**src/rtl/core/rddq_pkg.sv**
```systemverilog
// rddq_pkg: shared types, constants and helpers of the detent quantizer
// no dependencies
package rddq_pkg;

  localparam int STEP_THRESHOLD = 15;
  localparam int CLAMP_LIMIT    = 30;

  localparam int DELTA_W   = 12;
  localparam int WHEEL_W   = 7;
  localparam int ACC_W     = DELTA_W + 1;
  localparam int SUM_W     = 32;
  localparam int ABS_W     = SUM_W - 1;
  localparam int TARGET_W  = 16;
  localparam int RESIST_W  = 12;
  localparam int PROD_W    = TARGET_W + RESIST_W;
  localparam int DIV_STEPS = PROD_W;
  localparam int CNT_W     = $clog2(DIV_STEPS + 1);

  localparam int CFG_IDX_W  = 2;
  localparam int CFG_DATA_W = 16;

  localparam logic [CFG_IDX_W-1:0] CFG_MODE   = 2'd0;
  localparam logic [CFG_IDX_W-1:0] CFG_TARGET = 2'd1;
  localparam logic [CFG_IDX_W-1:0] CFG_RESIST = 2'd2;

  localparam logic [1:0] MODE_CAL    = 2'd1;
  localparam logic [1:0] MODE_VERIFY = 2'd2;

  localparam logic [1:0] STEP_NONE = 2'b00;
  localparam logic [1:0] STEP_UP   = 2'b01;
  localparam logic [1:0] STEP_DOWN = 2'b11;

  typedef enum logic [2:0] {
    ST_IDLE,
    ST_UPDATE,
    ST_LOAD,
    ST_DIV,
    ST_FINISH
  } state_e;

  typedef struct packed {
    logic capture;
    logic update;
    logic load_div;
    logic div_step;
    logic load_out;
  } cmd_t;

  typedef struct packed {
    logic div_last;
  } sts_t;

  function automatic logic [SUM_W-1:0] sat_add(logic [SUM_W-1:0] a, logic [DELTA_W-1:0] d);
    logic [SUM_W:0] s;
    s = {a[SUM_W-1], a} + {{(SUM_W + 1 - DELTA_W){d[DELTA_W-1]}}, d};
    if (s[SUM_W] != s[SUM_W-1]) begin
      sat_add = s[SUM_W] ? {1'b1, {(SUM_W - 1){1'b0}}} : {1'b0, {(SUM_W - 1){1'b1}}};
    end else begin
      sat_add = s[SUM_W-1:0];
    end
  endfunction

  function automatic logic [SUM_W-1:0] magnitude(logic [SUM_W-1:0] v);
    magnitude = v[SUM_W-1] ? (~v + SUM_W'(1)) : v;
  endfunction

endpackage

```
**src/rtl/core/rotary_delta_detent_quantizer.sv**
```systemverilog
// rotary_delta_detent_quantizer: top level, controller plus datapath
// per sample: capture, update, divider load, bit-serial 28-step divide, finish
// no new sample is taken until its predecessor reaches the output register
// a finished result waits in the output register while the next sample runs
// reset: asynchronous active low, clears FSM, config, wheel accumulator, both sums
// depends on rddq_pkg, rddq_ctrl, rddq_dpath
module rotary_delta_detent_quantizer (
  input  logic                                clk_i,
  input  logic                                rst_ni,
  input  logic                                cfg_valid_i,
  output logic                                cfg_ready_o,
  input  logic [rddq_pkg::CFG_IDX_W-1:0]      cfg_index_i,
  input  logic [rddq_pkg::CFG_DATA_W-1:0]     cfg_data_i,
  input  logic                                in_valid_i,
  output logic                                in_stall_o,
  input  logic                                burst_start_i,
  input  logic [7:0]                          delta_x_low_i,
  input  logic [7:0]                          delta_xy_high_i,
  output logic                                out_valid_o,
  input  logic                                out_stall_i,
  output logic signed [1:0]                   wheel_step_o,
  output logic signed [rddq_pkg::DELTA_W-1:0] motion_delta_o,
  output logic [rddq_pkg::ABS_W-1:0]          calibration_sum_abs_o,
  output logic [rddq_pkg::ABS_W-1:0]          verify_sum_abs_o,
  output logic [rddq_pkg::PROD_W-1:0]         rescaled_resistance_o,
  output logic                                divide_by_zero_o
);
  import rddq_pkg::*;

  cmd_t cmd;
  sts_t sts;

  assign cfg_ready_o = 1'b1;

  rddq_ctrl u_ctrl (
    .clk_i       (clk_i),
    .rst_ni      (rst_ni),
    .in_valid_i  (in_valid_i),
    .in_stall_o  (in_stall_o),
    .out_valid_o (out_valid_o),
    .out_stall_i (out_stall_i),
    .sts_i       (sts),
    .cmd_o       (cmd)
  );

  rddq_dpath u_dpath (
    .clk_i                 (clk_i),
    .rst_ni                (rst_ni),
    .cfg_we_i              (cfg_valid_i && cfg_ready_o),
    .cfg_index_i           (cfg_index_i),
    .cfg_data_i            (cfg_data_i),
    .burst_start_i         (burst_start_i),
    .delta_x_low_i         (delta_x_low_i),
    .delta_xy_high_i       (delta_xy_high_i),
    .cmd_i                 (cmd),
    .sts_o                 (sts),
    .wheel_step_o          (wheel_step_o),
    .motion_delta_o        (motion_delta_o),
    .calibration_sum_abs_o (calibration_sum_abs_o),
    .verify_sum_abs_o      (verify_sum_abs_o),
    .rescaled_resistance_o (rescaled_resistance_o),
    .divide_by_zero_o      (divide_by_zero_o)
  );

endmodule

```
**src/rtl/core/rddq_ctrl.sv**
```systemverilog
// rddq_ctrl: sequencing state machine and output valid of the detent quantizer
// depends on rddq_pkg
module rddq_ctrl (
  input  logic          clk_i,
  input  logic          rst_ni,
  input  logic          in_valid_i,
  output logic          in_stall_o,
  output logic          out_valid_o,
  input  logic          out_stall_i,
  input  rddq_pkg::sts_t sts_i,
  output rddq_pkg::cmd_t cmd_o
);
  import rddq_pkg::*;

  state_e state_q, state_d;
  logic   out_valid_q, out_valid_d;
  logic   out_free;

  assign out_free    = !out_valid_q || !out_stall_i;
  assign in_stall_o  = (state_q != ST_IDLE);
  assign out_valid_o = out_valid_q;

  always_ff @(posedge clk_i or negedge rst_ni) begin
    if (!rst_ni) begin
      state_q     <= ST_IDLE;
      out_valid_q <= 1'b0;
    end else begin
      state_q     <= state_d;
      out_valid_q <= out_valid_d;
    end
  end

  always_comb begin
    state_d = state_q;
    cmd_o   = '0;
    unique case (state_q)
      ST_IDLE: begin
        if (in_valid_i) begin
          cmd_o.capture = 1'b1;
          state_d       = ST_UPDATE;
        end
      end
      ST_UPDATE: begin
        cmd_o.update = 1'b1;
        state_d      = ST_LOAD;
      end
      ST_LOAD: begin
        cmd_o.load_div = 1'b1;
        state_d        = ST_DIV;
      end
      ST_DIV: begin
        cmd_o.div_step = 1'b1;
        if (sts_i.div_last) begin
          state_d = ST_FINISH;
        end
      end
      ST_FINISH: begin
        if (out_free) begin
          cmd_o.load_out = 1'b1;
          state_d        = ST_IDLE;
        end
      end
      default: begin
        state_d = ST_IDLE;
      end
    endcase
  end

  always_comb begin
    out_valid_d = out_valid_q;
    if (cmd_o.load_out) begin
      out_valid_d = 1'b1;
    end else if (out_valid_q && !out_stall_i) begin
      out_valid_d = 1'b0;
    end
  end

  assert property (@(posedge clk_i) disable iff (!rst_ni)
    (state_q == ST_IDLE && in_valid_i) |=> (state_q == ST_UPDATE))
    else $error("accepted sample did not start processing");

  assert property (@(posedge clk_i) disable iff (!rst_ni)
    (out_valid_q && out_stall_i) |=> out_valid_q)
    else $error("stalled result lost");

  assert property (@(posedge clk_i) disable iff (!rst_ni)
    (state_q == ST_FINISH && out_valid_q && out_stall_i) |=> (state_q == ST_FINISH))
    else $error("result overwritten while output held");

endmodule

```
**src/rtl/core/rddq_dpath.sv**
```systemverilog
// rddq_dpath: registers, wheel and sum update, multiplier and serial divider
// depends on rddq_pkg
module rddq_dpath (
  input  logic                               clk_i,
  input  logic                               rst_ni,
  input  logic                               cfg_we_i,
  input  logic [rddq_pkg::CFG_IDX_W-1:0]     cfg_index_i,
  input  logic [rddq_pkg::CFG_DATA_W-1:0]    cfg_data_i,
  input  logic                               burst_start_i,
  input  logic [7:0]                         delta_x_low_i,
  input  logic [7:0]                         delta_xy_high_i,
  input  rddq_pkg::cmd_t                     cmd_i,
  output rddq_pkg::sts_t                     sts_o,
  output logic signed [1:0]                  wheel_step_o,
  output logic signed [rddq_pkg::DELTA_W-1:0] motion_delta_o,
  output logic [rddq_pkg::ABS_W-1:0]         calibration_sum_abs_o,
  output logic [rddq_pkg::ABS_W-1:0]         verify_sum_abs_o,
  output logic [rddq_pkg::PROD_W-1:0]        rescaled_resistance_o,
  output logic                               divide_by_zero_o
);
  import rddq_pkg::*;

  localparam logic signed [ACC_W-1:0] THR_P = ACC_W'(STEP_THRESHOLD);
  localparam logic signed [ACC_W-1:0] THR_N = ACC_W'(-STEP_THRESHOLD);
  localparam logic signed [ACC_W-1:0] CLP_P = ACC_W'(CLAMP_LIMIT);
  localparam logic signed [ACC_W-1:0] CLP_N = ACC_W'(-CLAMP_LIMIT);
  localparam logic [ABS_W-1:0]        ABS_MAX = '1;

  logic [1:0]            mode_q;
  logic [TARGET_W-1:0]   target_q;
  logic [RESIST_W-1:0]   resist_q;
  logic [WHEEL_W-1:0]    wheel_q;
  logic [SUM_W-1:0]      cal_q;
  logic [SUM_W-1:0]      ver_q;

  logic                  burst_q;
  logic [DELTA_W-1:0]    delta_q;
  logic [1:0]            step_q, step_d;
  logic [PROD_W-1:0]     prod_q;
  logic [SUM_W-1:0]      divisor_q;
  logic [SUM_W-1:0]      rem_q;
  logic [PROD_W-1:0]     quo_q;
  logic [CNT_W-1:0]      cnt_q;

  logic [WHEEL_W-1:0]    wheel_base;
  logic signed [ACC_W-1:0] acc;
  logic signed [ACC_W-1:0] acc_new;
  logic                  mode_wheel;
  logic [SUM_W-1:0]      rem_sh;
  logic                  rem_ge;
  logic [SUM_W-1:0]      ver_mag;
  logic                  div_zero;

  assign mode_wheel = (mode_q != MODE_CAL) && (mode_q != MODE_VERIFY);
  assign wheel_base = burst_q ? '0 : wheel_q;
  assign acc = $signed({{(ACC_W - WHEEL_W){wheel_base[WHEEL_W-1]}}, wheel_base})
             + $signed({delta_q[DELTA_W-1], delta_q});

  always_comb begin
    acc_new = acc;
    step_d  = STEP_NONE;
    if (acc > THR_P) begin
      acc_new = (acc > CLP_P) ? CLP_P : (acc - THR_P);
      step_d  = STEP_DOWN;
    end else if (acc < THR_N) begin
      acc_new = (acc < CLP_N) ? CLP_N : (acc + THR_P);
      step_d  = STEP_UP;
    end
  end

  assign rem_sh   = {rem_q[SUM_W-2:0], quo_q[PROD_W-1]};
  assign rem_ge   = (rem_sh >= divisor_q);
  assign ver_mag  = magnitude(ver_q);
  assign div_zero = (divisor_q == '0);
  assign sts_o.div_last = (cnt_q == CNT_W'(1));

  // configuration registers and running state
  always_ff @(posedge clk_i or negedge rst_ni) begin
    if (!rst_ni) begin
      mode_q   <= '0;
      target_q <= '0;
      resist_q <= '0;
      wheel_q  <= '0;
      cal_q    <= '0;
      ver_q    <= '0;
      cnt_q    <= '0;
    end else begin
      if (cfg_we_i) begin
        unique case (cfg_index_i)
          CFG_MODE: begin
            mode_q <= cfg_data_i[1:0];
            if (cfg_data_i[1:0] == MODE_CAL) begin
              cal_q <= '0;
            end else if (cfg_data_i[1:0] == MODE_VERIFY) begin
              ver_q <= '0;
            end
          end
          CFG_TARGET: target_q <= cfg_data_i[TARGET_W-1:0];
          CFG_RESIST: resist_q <= cfg_data_i[RESIST_W-1:0];
          default: ;
        endcase
      end
      if (cmd_i.update) begin
        if (mode_q == MODE_CAL) begin
          cal_q   <= sat_add(cal_q, delta_q);
          wheel_q <= wheel_base;
        end else if (mode_q == MODE_VERIFY) begin
          ver_q   <= sat_add(ver_q, delta_q);
          wheel_q <= wheel_base;
        end else begin
          wheel_q <= acc_new[WHEEL_W-1:0];
        end
      end
      if (cmd_i.load_div) begin
        cnt_q <= CNT_W'(DIV_STEPS);
      end else if (cmd_i.div_step) begin
        cnt_q <= cnt_q - CNT_W'(1);
      end
    end
  end

  // sample capture, product and restoring divider
  always_ff @(posedge clk_i) begin
    if (cmd_i.capture) begin
      burst_q <= burst_start_i;
      delta_q <= {delta_xy_high_i[7:4], delta_x_low_i};
    end
    if (cmd_i.update) begin
      step_q <= mode_wheel ? step_d : STEP_NONE;
      prod_q <= {{TARGET_W{1'b0}}, resist_q} * {{RESIST_W{1'b0}}, target_q};
    end
    if (cmd_i.load_div) begin
      divisor_q <= magnitude(cal_q);
      rem_q     <= '0;
      quo_q     <= prod_q;
    end else if (cmd_i.div_step) begin
      rem_q <= rem_ge ? (rem_sh - divisor_q) : rem_sh;
      quo_q <= {quo_q[PROD_W-2:0], rem_ge};
    end
  end

  // result register
  always_ff @(posedge clk_i) begin
    if (cmd_i.load_out) begin
      wheel_step_o          <= $signed(step_q);
      motion_delta_o        <= $signed(delta_q);
      calibration_sum_abs_o <= divisor_q[SUM_W-1] ? ABS_MAX : divisor_q[ABS_W-1:0];
      verify_sum_abs_o      <= ver_mag[SUM_W-1] ? ABS_MAX : ver_mag[ABS_W-1:0];
      rescaled_resistance_o <= div_zero ? '0 : quo_q;
      divide_by_zero_o      <= div_zero;
    end
  end

  assert property (@(posedge clk_i) disable iff (!rst_ni)
    cmd_i.load_out |=> (!divide_by_zero_o || (rescaled_resistance_o == '0)))
    else $error("quotient reported on zero divisor");

  assert property (@(posedge clk_i) disable iff (!rst_ni)
    cmd_i.div_step |-> (cnt_q != '0))
    else $error("divider stepped past its last bit");

endmodule

```
**config.mk**
```make
export PLATFORM = sky130hd
export DESIGN_NAME = rotary_delta_detent_quantizer
export DESIGN_NICKNAME = d
export VERILOG_FILES = /design/src/rtl/core/rddq_pkg.sv /design/src/rtl/core/rotary_delta_detent_quantizer.sv /design/src/rtl/core/rddq_ctrl.sv /design/src/rtl/core/rddq_dpath.sv
export SDC_FILE = /design/constraint.sdc
export NUM_CORES = 1
export LEC_CHECK = 0
export BUFFER_PORTS_ARGS = -buffer_cell sky130_fd_sc_hd__buf_2
export CORE_MARGIN = 8
export CORE_UTILIZATION = 35
export CTS_CLUSTER_DIAMETER = 120
export DETAILED_ROUTE_END_ITERATION = 12
export MAX_ROUTING_LAYER = met4
export PLACE_DENSITY = 0.54
export SYNTH_ARGS = -nofsm -noshare
export SYNTH_HDL_FRONTEND = slang
export SYNTH_SLANG_ARGS = --single-unit
```
**constraint.sdc**
```tcl
create_clock -name clk_i -period 14.3 [get_ports clk_i]
set_input_delay 0.715 -clock clk_i [delete_from_list [all_inputs] [get_ports clk_i]]
set_output_delay 0.715 -clock clk_i [all_outputs]
set_load 0.1 [all_outputs]
```
# Yosys cells after proc, flatten, opt, wreduce, memory -nomap -nowiden
# Index checks and enable logic that the tools add are counted.
[op_classes]
n_eq_ne = 18
n_addsub = 9
n_reduce_logical = 15
mux = 45
order_cmp = 5
n_bitwise = 2
multipliers = 1
[ops]
columns = ["op", "n"]
rows = [
  ["$mux W32", 17],
  ["$add A32 B12 Y33", 2],
  ["$add A32 B1 Y32 const B", 2],
  ["$not A32 Y32", 2],
  ["$mux W31", 2],
  ["$mux W28", 2],
  ["$mux W7", 7],
  ["$ge A32 B32 Y1", 1],
  ["$logic_not A32 Y1", 1],
  ["$sub A31 B31 Y31", 1],
  ["$mul A12 B16 Y28", 1],
  ["$pmux W3 S5", 1],
  ["$add A7 B12 Y13", 1],
  ["$gt A13 B5 Y1 const B", 1],
  ["$gt A13 B6 Y1 const B", 1],
  ["$lt A13 B5 Y1 const B", 1],
  ["$lt A13 B6 Y1 const B", 1],
  ["$mux W1", 10],
  ["$mux W5", 2],
  ["$mux W3", 3],
  ["$add A7 B5 Y7 const B", 1],
  ["$sub A7 B5 Y7 const B", 1],
  ["$eq A2 B1 Y1 const B", 3],
  ["$eq A2 B2 Y1 const B", 3],
  ["18 further kinds", 28],
]
[totals]
inputBits = 40
ff_bits = 349
output_inout_bits = 108

# Logic depth before layout (Yosys ltp)
# Gate-level depths: netlist of run 1.
[depth]
ltp_word = 8
depth_mapped = 24

# By module
# A second synthesis of run 1 with hierarchy kept.
[hier_totals]
cells_unflattened = 2720
hier_area_um2 = 26471.6
[modules_own_cells]
columns = ["module", "cells_each", "instances", "area_per_inst_um2", "seq_area_each_um2"]
rows = [
  ["rddq_dpath", 2694, 1, 26241.4, 9519.1],
  ["rddq_ctrl", 24, 1, 219.0, 100.1],
  ["rotary_delta_detent_quantizer", 2, 1, 11.3, 0.0],
]

# Least setup slack after synthesis of run 1
# Ideal clock, no wire load.
[synth_path]
kind = "register to register"
start = "register u_ctrl.out_valid_q, in the netlist u_ctrl.out_valid_o"
end = "register u_dpath.calibration_sum_abs_o[0] in the netlist's numbering, enable pin"
period_less_slack_ns = 6.613
path_stages_with_launch = 2
setup_ns = 0.604
setup_slack_ns = 7.687
t_arrival_ns = 6.009
path_buffers = 0
path_cell_list = "dfrtp_1 -> a21oi_1"
[synth_lines]
columns = ["element", "line", "text"]
rows = [
  ["start: declaration", "rddq_ctrl.sv:16", "logic out_valid_q, out_valid_d;"],
  ["start signal: assignment", "rddq_ctrl.sv:29", "out_valid_q <= out_valid_d;"],
  ["end signal: assignment", "rddq_dpath.sv:147", "calibration_sum_abs_o <= divisor_q[SUM_W-1] ? ABS_MAX : divisor_q[ABS_W-1:0];"],
  ["end: declaration", "rddq_dpath.sv:16", "output logic [rddq_pkg::ABS_W-1:0] calibration_sum_abs_o,"],
]

# Worst setup path in the final report of run 1
[layout_path]
start = "register u_dpath.resist_q[8]"
end = "register u_dpath.prod_q[27] (data pin)"
[layout_via]
elab_chain_cells = 1
[layout_rtl]
columns = ["element", "line", "text"]
rows = [
  ["start: declaration", "rddq_dpath.sv:31", "logic [RESIST_W-1:0] resist_q;"],
  ["start signal: assignment", "rddq_dpath.sv:99", "CFG_RESIST: resist_q <= cfg_data_i[RESIST_W-1:0];"],
  ["$mul A12 B16 Y28", "rddq_dpath.sv:130", "prod_q <= {{TARGET_W{1'b0}}, resist_q} * {{RESIST_W{1'b0}}, target_q};"],
  ["end signal: assignment", "rddq_dpath.sv:130", ""],
  ["end: declaration", "rddq_dpath.sv:39", "logic [PROD_W-1:0] prod_q;"],
]
# Every way passes these cells.
# A chain may end at the register's enable or synchronous reset.

==> summary.txt, run 1 <==
Logic synthesis
  • Syn Inst Count: between 2000 and 3000
  • Synth top area cells: edfxtp_1 24%, fa_1 11%, dfrtp_1 11%
  • Ys flop type: edfxtp_1
  • EDFF count, synth: between 200 and 250
  • Number of library cell types mapped by synthesis: a little under 90
  • Syn avg cell area: between 9 and 10 µm²
  • Yosys reg bits: approximately 350
  • Top-area cell type share of the netlist area: 0.240
  • Sequential share of the synthesized area: 0.370
  • Dominant cell type by area after synthesis: edfxtp_1
  • Post-synth ARST share: 0.315
  • Syn nets: between 3000 and 4000
  • Mapped Area: ~0.026 mm²
  • Ys Warns: 0

Clock network
  • Setup bufs post-CTS: 0
  • Post-cts resize count: 0
  • Num CTS Buffers: 43
  • H-tree depth: 2
  • Clk_lat worst skew: about 580 ps
  • CTS clock-pin slew for the worst setup and hold paths: roughly 60 ps
  • CTS tree: yes
  • Hold_buf cts: 0
  • Clock sinks: ~350
  • Longest Clk Path Bufs: 3
  • CTS Root Cell: clkbuf_16

Setup path
  • Worst reg2reg path endpoint: u_dpath.prod_q[27]
  • Worst Setup Path Type: register to register
  • Flop-to-flop setup slack: around 7800 ps
  • Kind of start point of the critical path: register
  • Worst-path maximum fanout: 17
  • Crit. End Element: register
  • Worst r2r path cells: 20
  • Worst r2r src: u_dpath.resist_q[8]
  • Slowest-stage cell, CP: dfrtp_1
  • Critical Path Max Stage Delay: just under 800 ps
  • CP Cell Sequence: nand2_1, fa_1, inv_1, fa_1, fa_1, fa_1, inv_1, fa_1, inv_1, ha_1, nand2_1, o21ai_0, nor3_1, a21oi_1, a21oi_1, a311o_1, o21ai_0, nand3_1, a21oi_1, xnor2_1
  • Top cell family by delay on the critical path: adder cells
  • Worst Path Arrival: 6870 ps
  • CP bufs+invs: 3
  • Cell mode on critical path: fa_1
  • Crit path required time: between 10000 and 15000 ps

Route
  • DRC: 0
  • Initial drt markers: 1279
  • Final WL: just under 70000 µm
  • WL per Instance: 18.0 µm
  • Routed via count: a little under 20000
  • Remaining antenna violation count after routing: 0
  • First-pass DRT Iterations: 5
  • Via-to-Cell Ratio: about 5.2

Floorplan
  • Core box area: around 0.074 mm²
  • Die Y: slightly below 300 µm
  • Die Width: a little under 300 µm
  • Top-level I/O count: between 100 and 150
  • Initial Util: 0.351
  • Die Area: around 0.083 mm²
  • Placement Rows: 100

Timing
  • Fmax: between 150 and 200 MHz
  • # setup viols final: 0
  • Final Skew: ~30 ps
  • Worst Max-Slew Pin Slew: 1010 ps
  • Endpoints failing hold: 0
  • Min Tclk post-route: about 6500 ps
  • Max Slew Vio Count: 0
  • Tcrit/Tclk final: 0.457
  • Worst slew margin: 0.323
  • Unrepaired setup endpoints after global routing: false
  • Setup Total Neg Slack: 0 ps

Run status
  • Status: finished clean

Run
  • Max Cap Viol: 0

GRT
  • Vias in the first global route: 19800
  • All-Layer GR Usage: 0.167
  • GR Overflow Total: 0
  • First-pass GRT wire length: between 100000 and 150000 µm
  • Initial antenna violation count: 4
  • Largest net degree at the start of global routing: between 60 and 70

Final layout
  • Commonest non-fill, non-tap cells in the layout: 381 x nand2_1, 261 x inv_1, 208 x edfxtp_1
  • Most common cell after layout, fill and taps aside: nand2_1
  • Layout cell share with drive strength beyond 1: 0.113
  • Nets: around 3200
  • Fillers: 7302
  • Synthesis-to-finish area growth: 12.2%

Place
  • GPL Wtd Cong: roughly 0.9
  • Port Buffer Count: between 100 and 150
  • HPWL Detailed: 50900 µm

Hold path
  • Worst hold path class: primary input to async pin
[routing by layer]
metal / vias up / track usage / wire length [µm]
met1: 9601 / 0.224 / 32100
li1: 9542 / - / -
met3: 110 / 0.0318 / 4170
met4: 0 / 0.0428 / 1550
met2: 505 / 0.258 / 30800
met5: - / - / 0
[worst max path at each step]
stage	slack, ps	cells after the start	endpoint	from
after floorplan	7690	1	u_dpath.calibration_sum_abs_o[0]	u_ctrl.out_valid_o
after global placement	7740	20	u_dpath.prod_q[27]	u_dpath.resist_q[8]
after detailed placement	7760	20	u_dpath.prod_q[27]	u_dpath.resist_q[8]
after CTS	7740	20	u_dpath.prod_q[27]	u_dpath.resist_q[8]
after global routing	7350	20	u_dpath.prod_q[27]	u_dpath.resist_q[8]
final	7770	20	u_dpath.prod_q[27]	u_dpath.resist_q[8]
[cell type report]
cell class | instances | area, µm² | area share
Antenna cell | 5 | 12.5 | 0.000428
Clock buffer | 58 | 1200 | 0.0413
Clock inverter | 22 | 238 | 0.00814
Inverter | 261 | 980 | 0.0335
Multi-Input combinational cell | 1986 | 15100 | 0.517
Sequential cell | 349 | 9620 | 0.329
Tap cell | 969 | 1210 | 0.0415
Timing Repair Buffer | 160 | 848 | 0.0290
[flip-flops by register name, summed over array words and instances, names as in the netlist]
signal / cells
u_dpath.target_q: 16
u_dpath.verify_sum_abs_o: 31
u_dpath.mode_q: 2
u_ctrl.state_q: 3
u_dpath.prod_q: 28
u_dpath.rem_q: 31
u_dpath.cal_q: 32
u_dpath.step_q: 2
u_dpath.divisor_q: 32
u_dpath.wheel_q: 7
u_dpath.cnt_q: 5
u_dpath.burst_q: 1
u_dpath.resist_q: 12
u_dpath.delta_q: 12
u_dpath.ver_q: 32
u_dpath.calibration_sum_abs_o: 31
u_dpath.wheel_step_o: 2
u_dpath.divide_by_zero_o: 1
u_dpath.rescaled_resistance_o: 28
u_ctrl.out_valid_o: 1
u_dpath.quo_q: 28
u_dpath.motion_delta_o: 12
[cells in the mapped netlist, types with 47 or more instances]
| cell | n |
|---|---|
| a21oi_1 | 134 |
| nand2_1 | 381 |
| edfxtp_1 | 208 |
| clkbuf_1 | 80 |
| nor2_1 | 129 |
| inv_1 | 261 |
| mux2_2 | 53 |
| a21o_1 | 47 |
| dfrtp_1 | 110 |
| xnor2_1 | 98 |
| nor2b_1 | 51 |
| fa_1 | 144 |
| o21ai_0 | 178 |
| xor2_1 | 61 |
| ha_1 | 182 |
| and2_1 | 73 |
[cells by family (layout without fill, tap and decap cells)]
kind of cell,Yosys count,count (layout),share of synthesized area
and+or+nand+nor,870,870,0.160
adders and majority gates,332,332,0.201
other,1,6,0.000144
xor gates and xnor gates,159,159,0.0535
AOI/OAI and AO/OA,554,554,0.134
buffers and inverters,356,501,0.0524
DFF,349,349,0.370
muxes,70,70,0.0295
[stage by stage]
| step | setup WS, ps | util | hold WS [ps] | area [µm²] | std cells |
|---|---|---|---|---|---|
| after floorplan | 7690 | - | 400 | 26000 | 2691 |
| after global placement | 7740 | 0.375 | 428 | 27800 | 3725 |
| after detailed placement | 7760 | 0.375 | 422 | 27800 | 3725 |
| after CTS | 7740 | 0.394 | 222 | 29200 | 3805 |
| after global routing | 7350 | 0.394 | 273 | 29200 | 3809 |
| final | 7770 | 0.394 | 233 | 29200 | 3810 |
[worst reg2reg max path: cells and delay by family, from the launching register on]
family / cells / cell delay [ps]
buffers and inverters: 3 / 150
AO/OA/AOI/OAI: 6 / 1730
XOR/XNOR: 1 / 90
adder cells (fa/ha/maj): 6 / 3090
AND/OR/NAND/NOR: 4 / 460
flip-flops: 1 / 770
Power of run 1 is left out: the tool's default activity adds up to more than one toggle a clock period on the data nets, which glitch-free logic cannot reach.
==> run 2: changes to the inputs <==
- clock period: 14.3 -> 6.12 ns (I/O delays scaled with it)
==> run 2 against run 1 <==
First-iteration DRC count grew 8.9%. Via count up 0.70%. Clock skew is 12 ps lower. Count of clock-buffer cells in the layout down 5. Sequential share of layout area down 0.54 points. Critical path type unchanged.
==> summary.txt, run 2 (synthesis results as in run 1) <==
Route
  • WL per Instance: ~18 µm
  • Initial drt markers: between 1000 and 1500
  • Remaining antenna violation count after routing: 0
  • DRC: 0
  • Routed via count: ~20000
  • First-pass DRT Iterations: 5
  • Final WL: roughly 70000 µm
  • Via-to-Cell Ratio: around 5.1

Floorplan
  • Die Width: just under 300 µm
  • Die Area: 0.0834 mm²
  • Die Y: 289 µm
  • Placement Rows: 100
  • Initial Util: 0.351
  • Core box area: 0.0741 mm²
  • Top-level I/O count: between 100 and 150

Final layout
  • Synthesis-to-finish area growth: 14.1%
  • Layout cell share with drive strength beyond 1: 0.121
  • Finished Layout Cells: around 3900
  • Multi-input gate area: roughly 0.015 mm²
  • Commonest non-fill, non-tap cells in the layout: 381 x nand2_1, 261 x inv_1, 208 x edfxtp_1
  • Most common cell after layout, fill and taps aside: nand2_1
  • Fillers: 7331
  • Nets: between 3000 and 4000
  • Biggest regs: u_dpath.cal_q (32), u_dpath.divisor_q (32), u_dpath.ver_q (32)
  • Flip-flop and latch area: approximately 0.0096 mm²

Timing
  • Worst slew margin: 0.224
  • Unrepaired setup endpoints after global routing: false
  • # setup viols final: 0
  • Worst hold margin: roughly 23 ps
  • Fmax: between 150 and 200 MHz
  • Final Skew: 18.3 ps
  • Max Slew Vio Count: 0
  • Setup ws final: between 300 and 400 ps
  • Setup Total Neg Slack: 0 ps
  • Tcrit/Tclk final: 0.940
  • Endpoints failing hold: 0
  • Min Tclk post-route: between 5000 and 6000 ps
  • Worst Max-Slew Pin Slew: between 1000 and 1500 ps

Setup path
  • Kind of start point of the critical path: register
  • Crit path required time: roughly 6400 ps
  • CP Cell Sequence: and2_1, fa_1, fa_1, fa_1, fa_1, inv_1, fa_1, inv_1, ha_1, and3_1, and3_1, a21oi_1, a21oi_1, a21oi_1, a311o_1, o21ai_1, nand3_1, a21oi_1, xnor2_1
  • Critical Path Max Stage Delay: around 550 ps
  • Worst Setup Path Type: register to register
  • CP bufs+invs: 2
  • Slowest-stage cell, CP: fa_1
  • Cell mode on critical path: fa_1
  • Worst Path Arrival: roughly 6000 ps
  • Crit. End Element: register
  • Worst-path maximum fanout: 7
  • Top cell family by delay on the critical path: adder cells

Clock network
  • Clk_lat worst skew: 580 ps
  • Longest Clk Path Bufs: 3
  • H-tree depth: 2
  • CTS tree: yes
  • Num CTS Buffers: 43
  • Clock sinks: between 300 and 400
  • CTS Root Cell: clkbuf_16
  • CTS clock-pin slew for the worst setup and hold paths: approximately 60 ps

Run status
  • Status: finished clean

GRT
  • GR Overflow Total: 0
  • First-pass GRT wire length: roughly 110000 µm
  • Initial antenna violation count: 1
  • All-Layer GR Usage: 0.172
  • Largest net degree at the start of global routing: 90
  • Vias in the first global route: around 20000

Place
  • Dpl cells: approximately 3800
  • GPL Wtd Cong: around 0.93
  • HPWL Detailed: roughly 54000 µm
  • Port Buffer Count: 142
  • Pre-CTS setup slack: 229 ps

Hold path
  • Worst hold path class: primary input to register

Run
  • Max Cap Viol: 0
## run 2: repair_timing
item | CTS | global route
gates resized for setup | 0 | 4
hold endpoints to repair | 82 | 0
hold buffers | 30 | 0
setup buffers | 0 | 0
endpoints found under the setup margin | 0 | 2
## run 2: path summary, 6_finish.rpt
path                                startpoint                       to  slack (ps)  depth (start not counted)
hold reg to reg              u_dpath.step_q[0]  u_dpath.wheel_step_o[0]         450                          0
setup / recovery           u_dpath.target_q[1]       u_dpath.prod_q[27]         370                         19
min in group asynchronous               rst_ni        u_dpath.ver_q[27]         350                          2
setup reg to reg           u_dpath.target_q[1]       u_dpath.prod_q[27]         370                         19
hold / removal                   cfg_data_i[9]      u_dpath.target_q[9]          20                          2
max in group asynchronous               rst_ni      u_dpath.target_q[5]        4280                          3
## run 2: worst register-to-register path, stage by stage (launching register included)
cell     delay (ps)
dfrtp_1         460
and2_1          220
fa_1            510
fa_1            510
fa_1            520
fa_1            550
inv_1            50
fa_1            530
inv_1            40
ha_1            370
and3_1          190
and3_1          150
a21oi_1          90
a21oi_1         220
a21oi_1         130
a311o_1         310
o21ai_1         250
nand3_1         110
a21oi_1         190
xnor2_1          90
## run 2: final cells by class
cell class,instances,area share
antenna,2,0.000168
clock buffer,53,0.0389
clock inverter,26,0.00910
inverter,261,0.0330
multi-input combinational,1986,0.508
sequential,349,0.324
tap,969,0.0408
timing repair buffer,218,0.0462
## run 2: stage by stage
step	cell area (µm²)	utilization
after floorplan	26000	-
after global placement	28000	0.378
after detailed placement	28000	0.378
after CTS	29700	0.401
after global routing	29700	0.401
final	29700	0.401
## run 2: per-layer routing
layer / share of wire / GRT usage
met1: 0.49 / 0.235
met2: 0.45 / 0.270
met3: 0.042 / 0.0222
met4: 0.021 / 0.0405
met5: 0 / -
Power of run 2 is left out for the same reason.
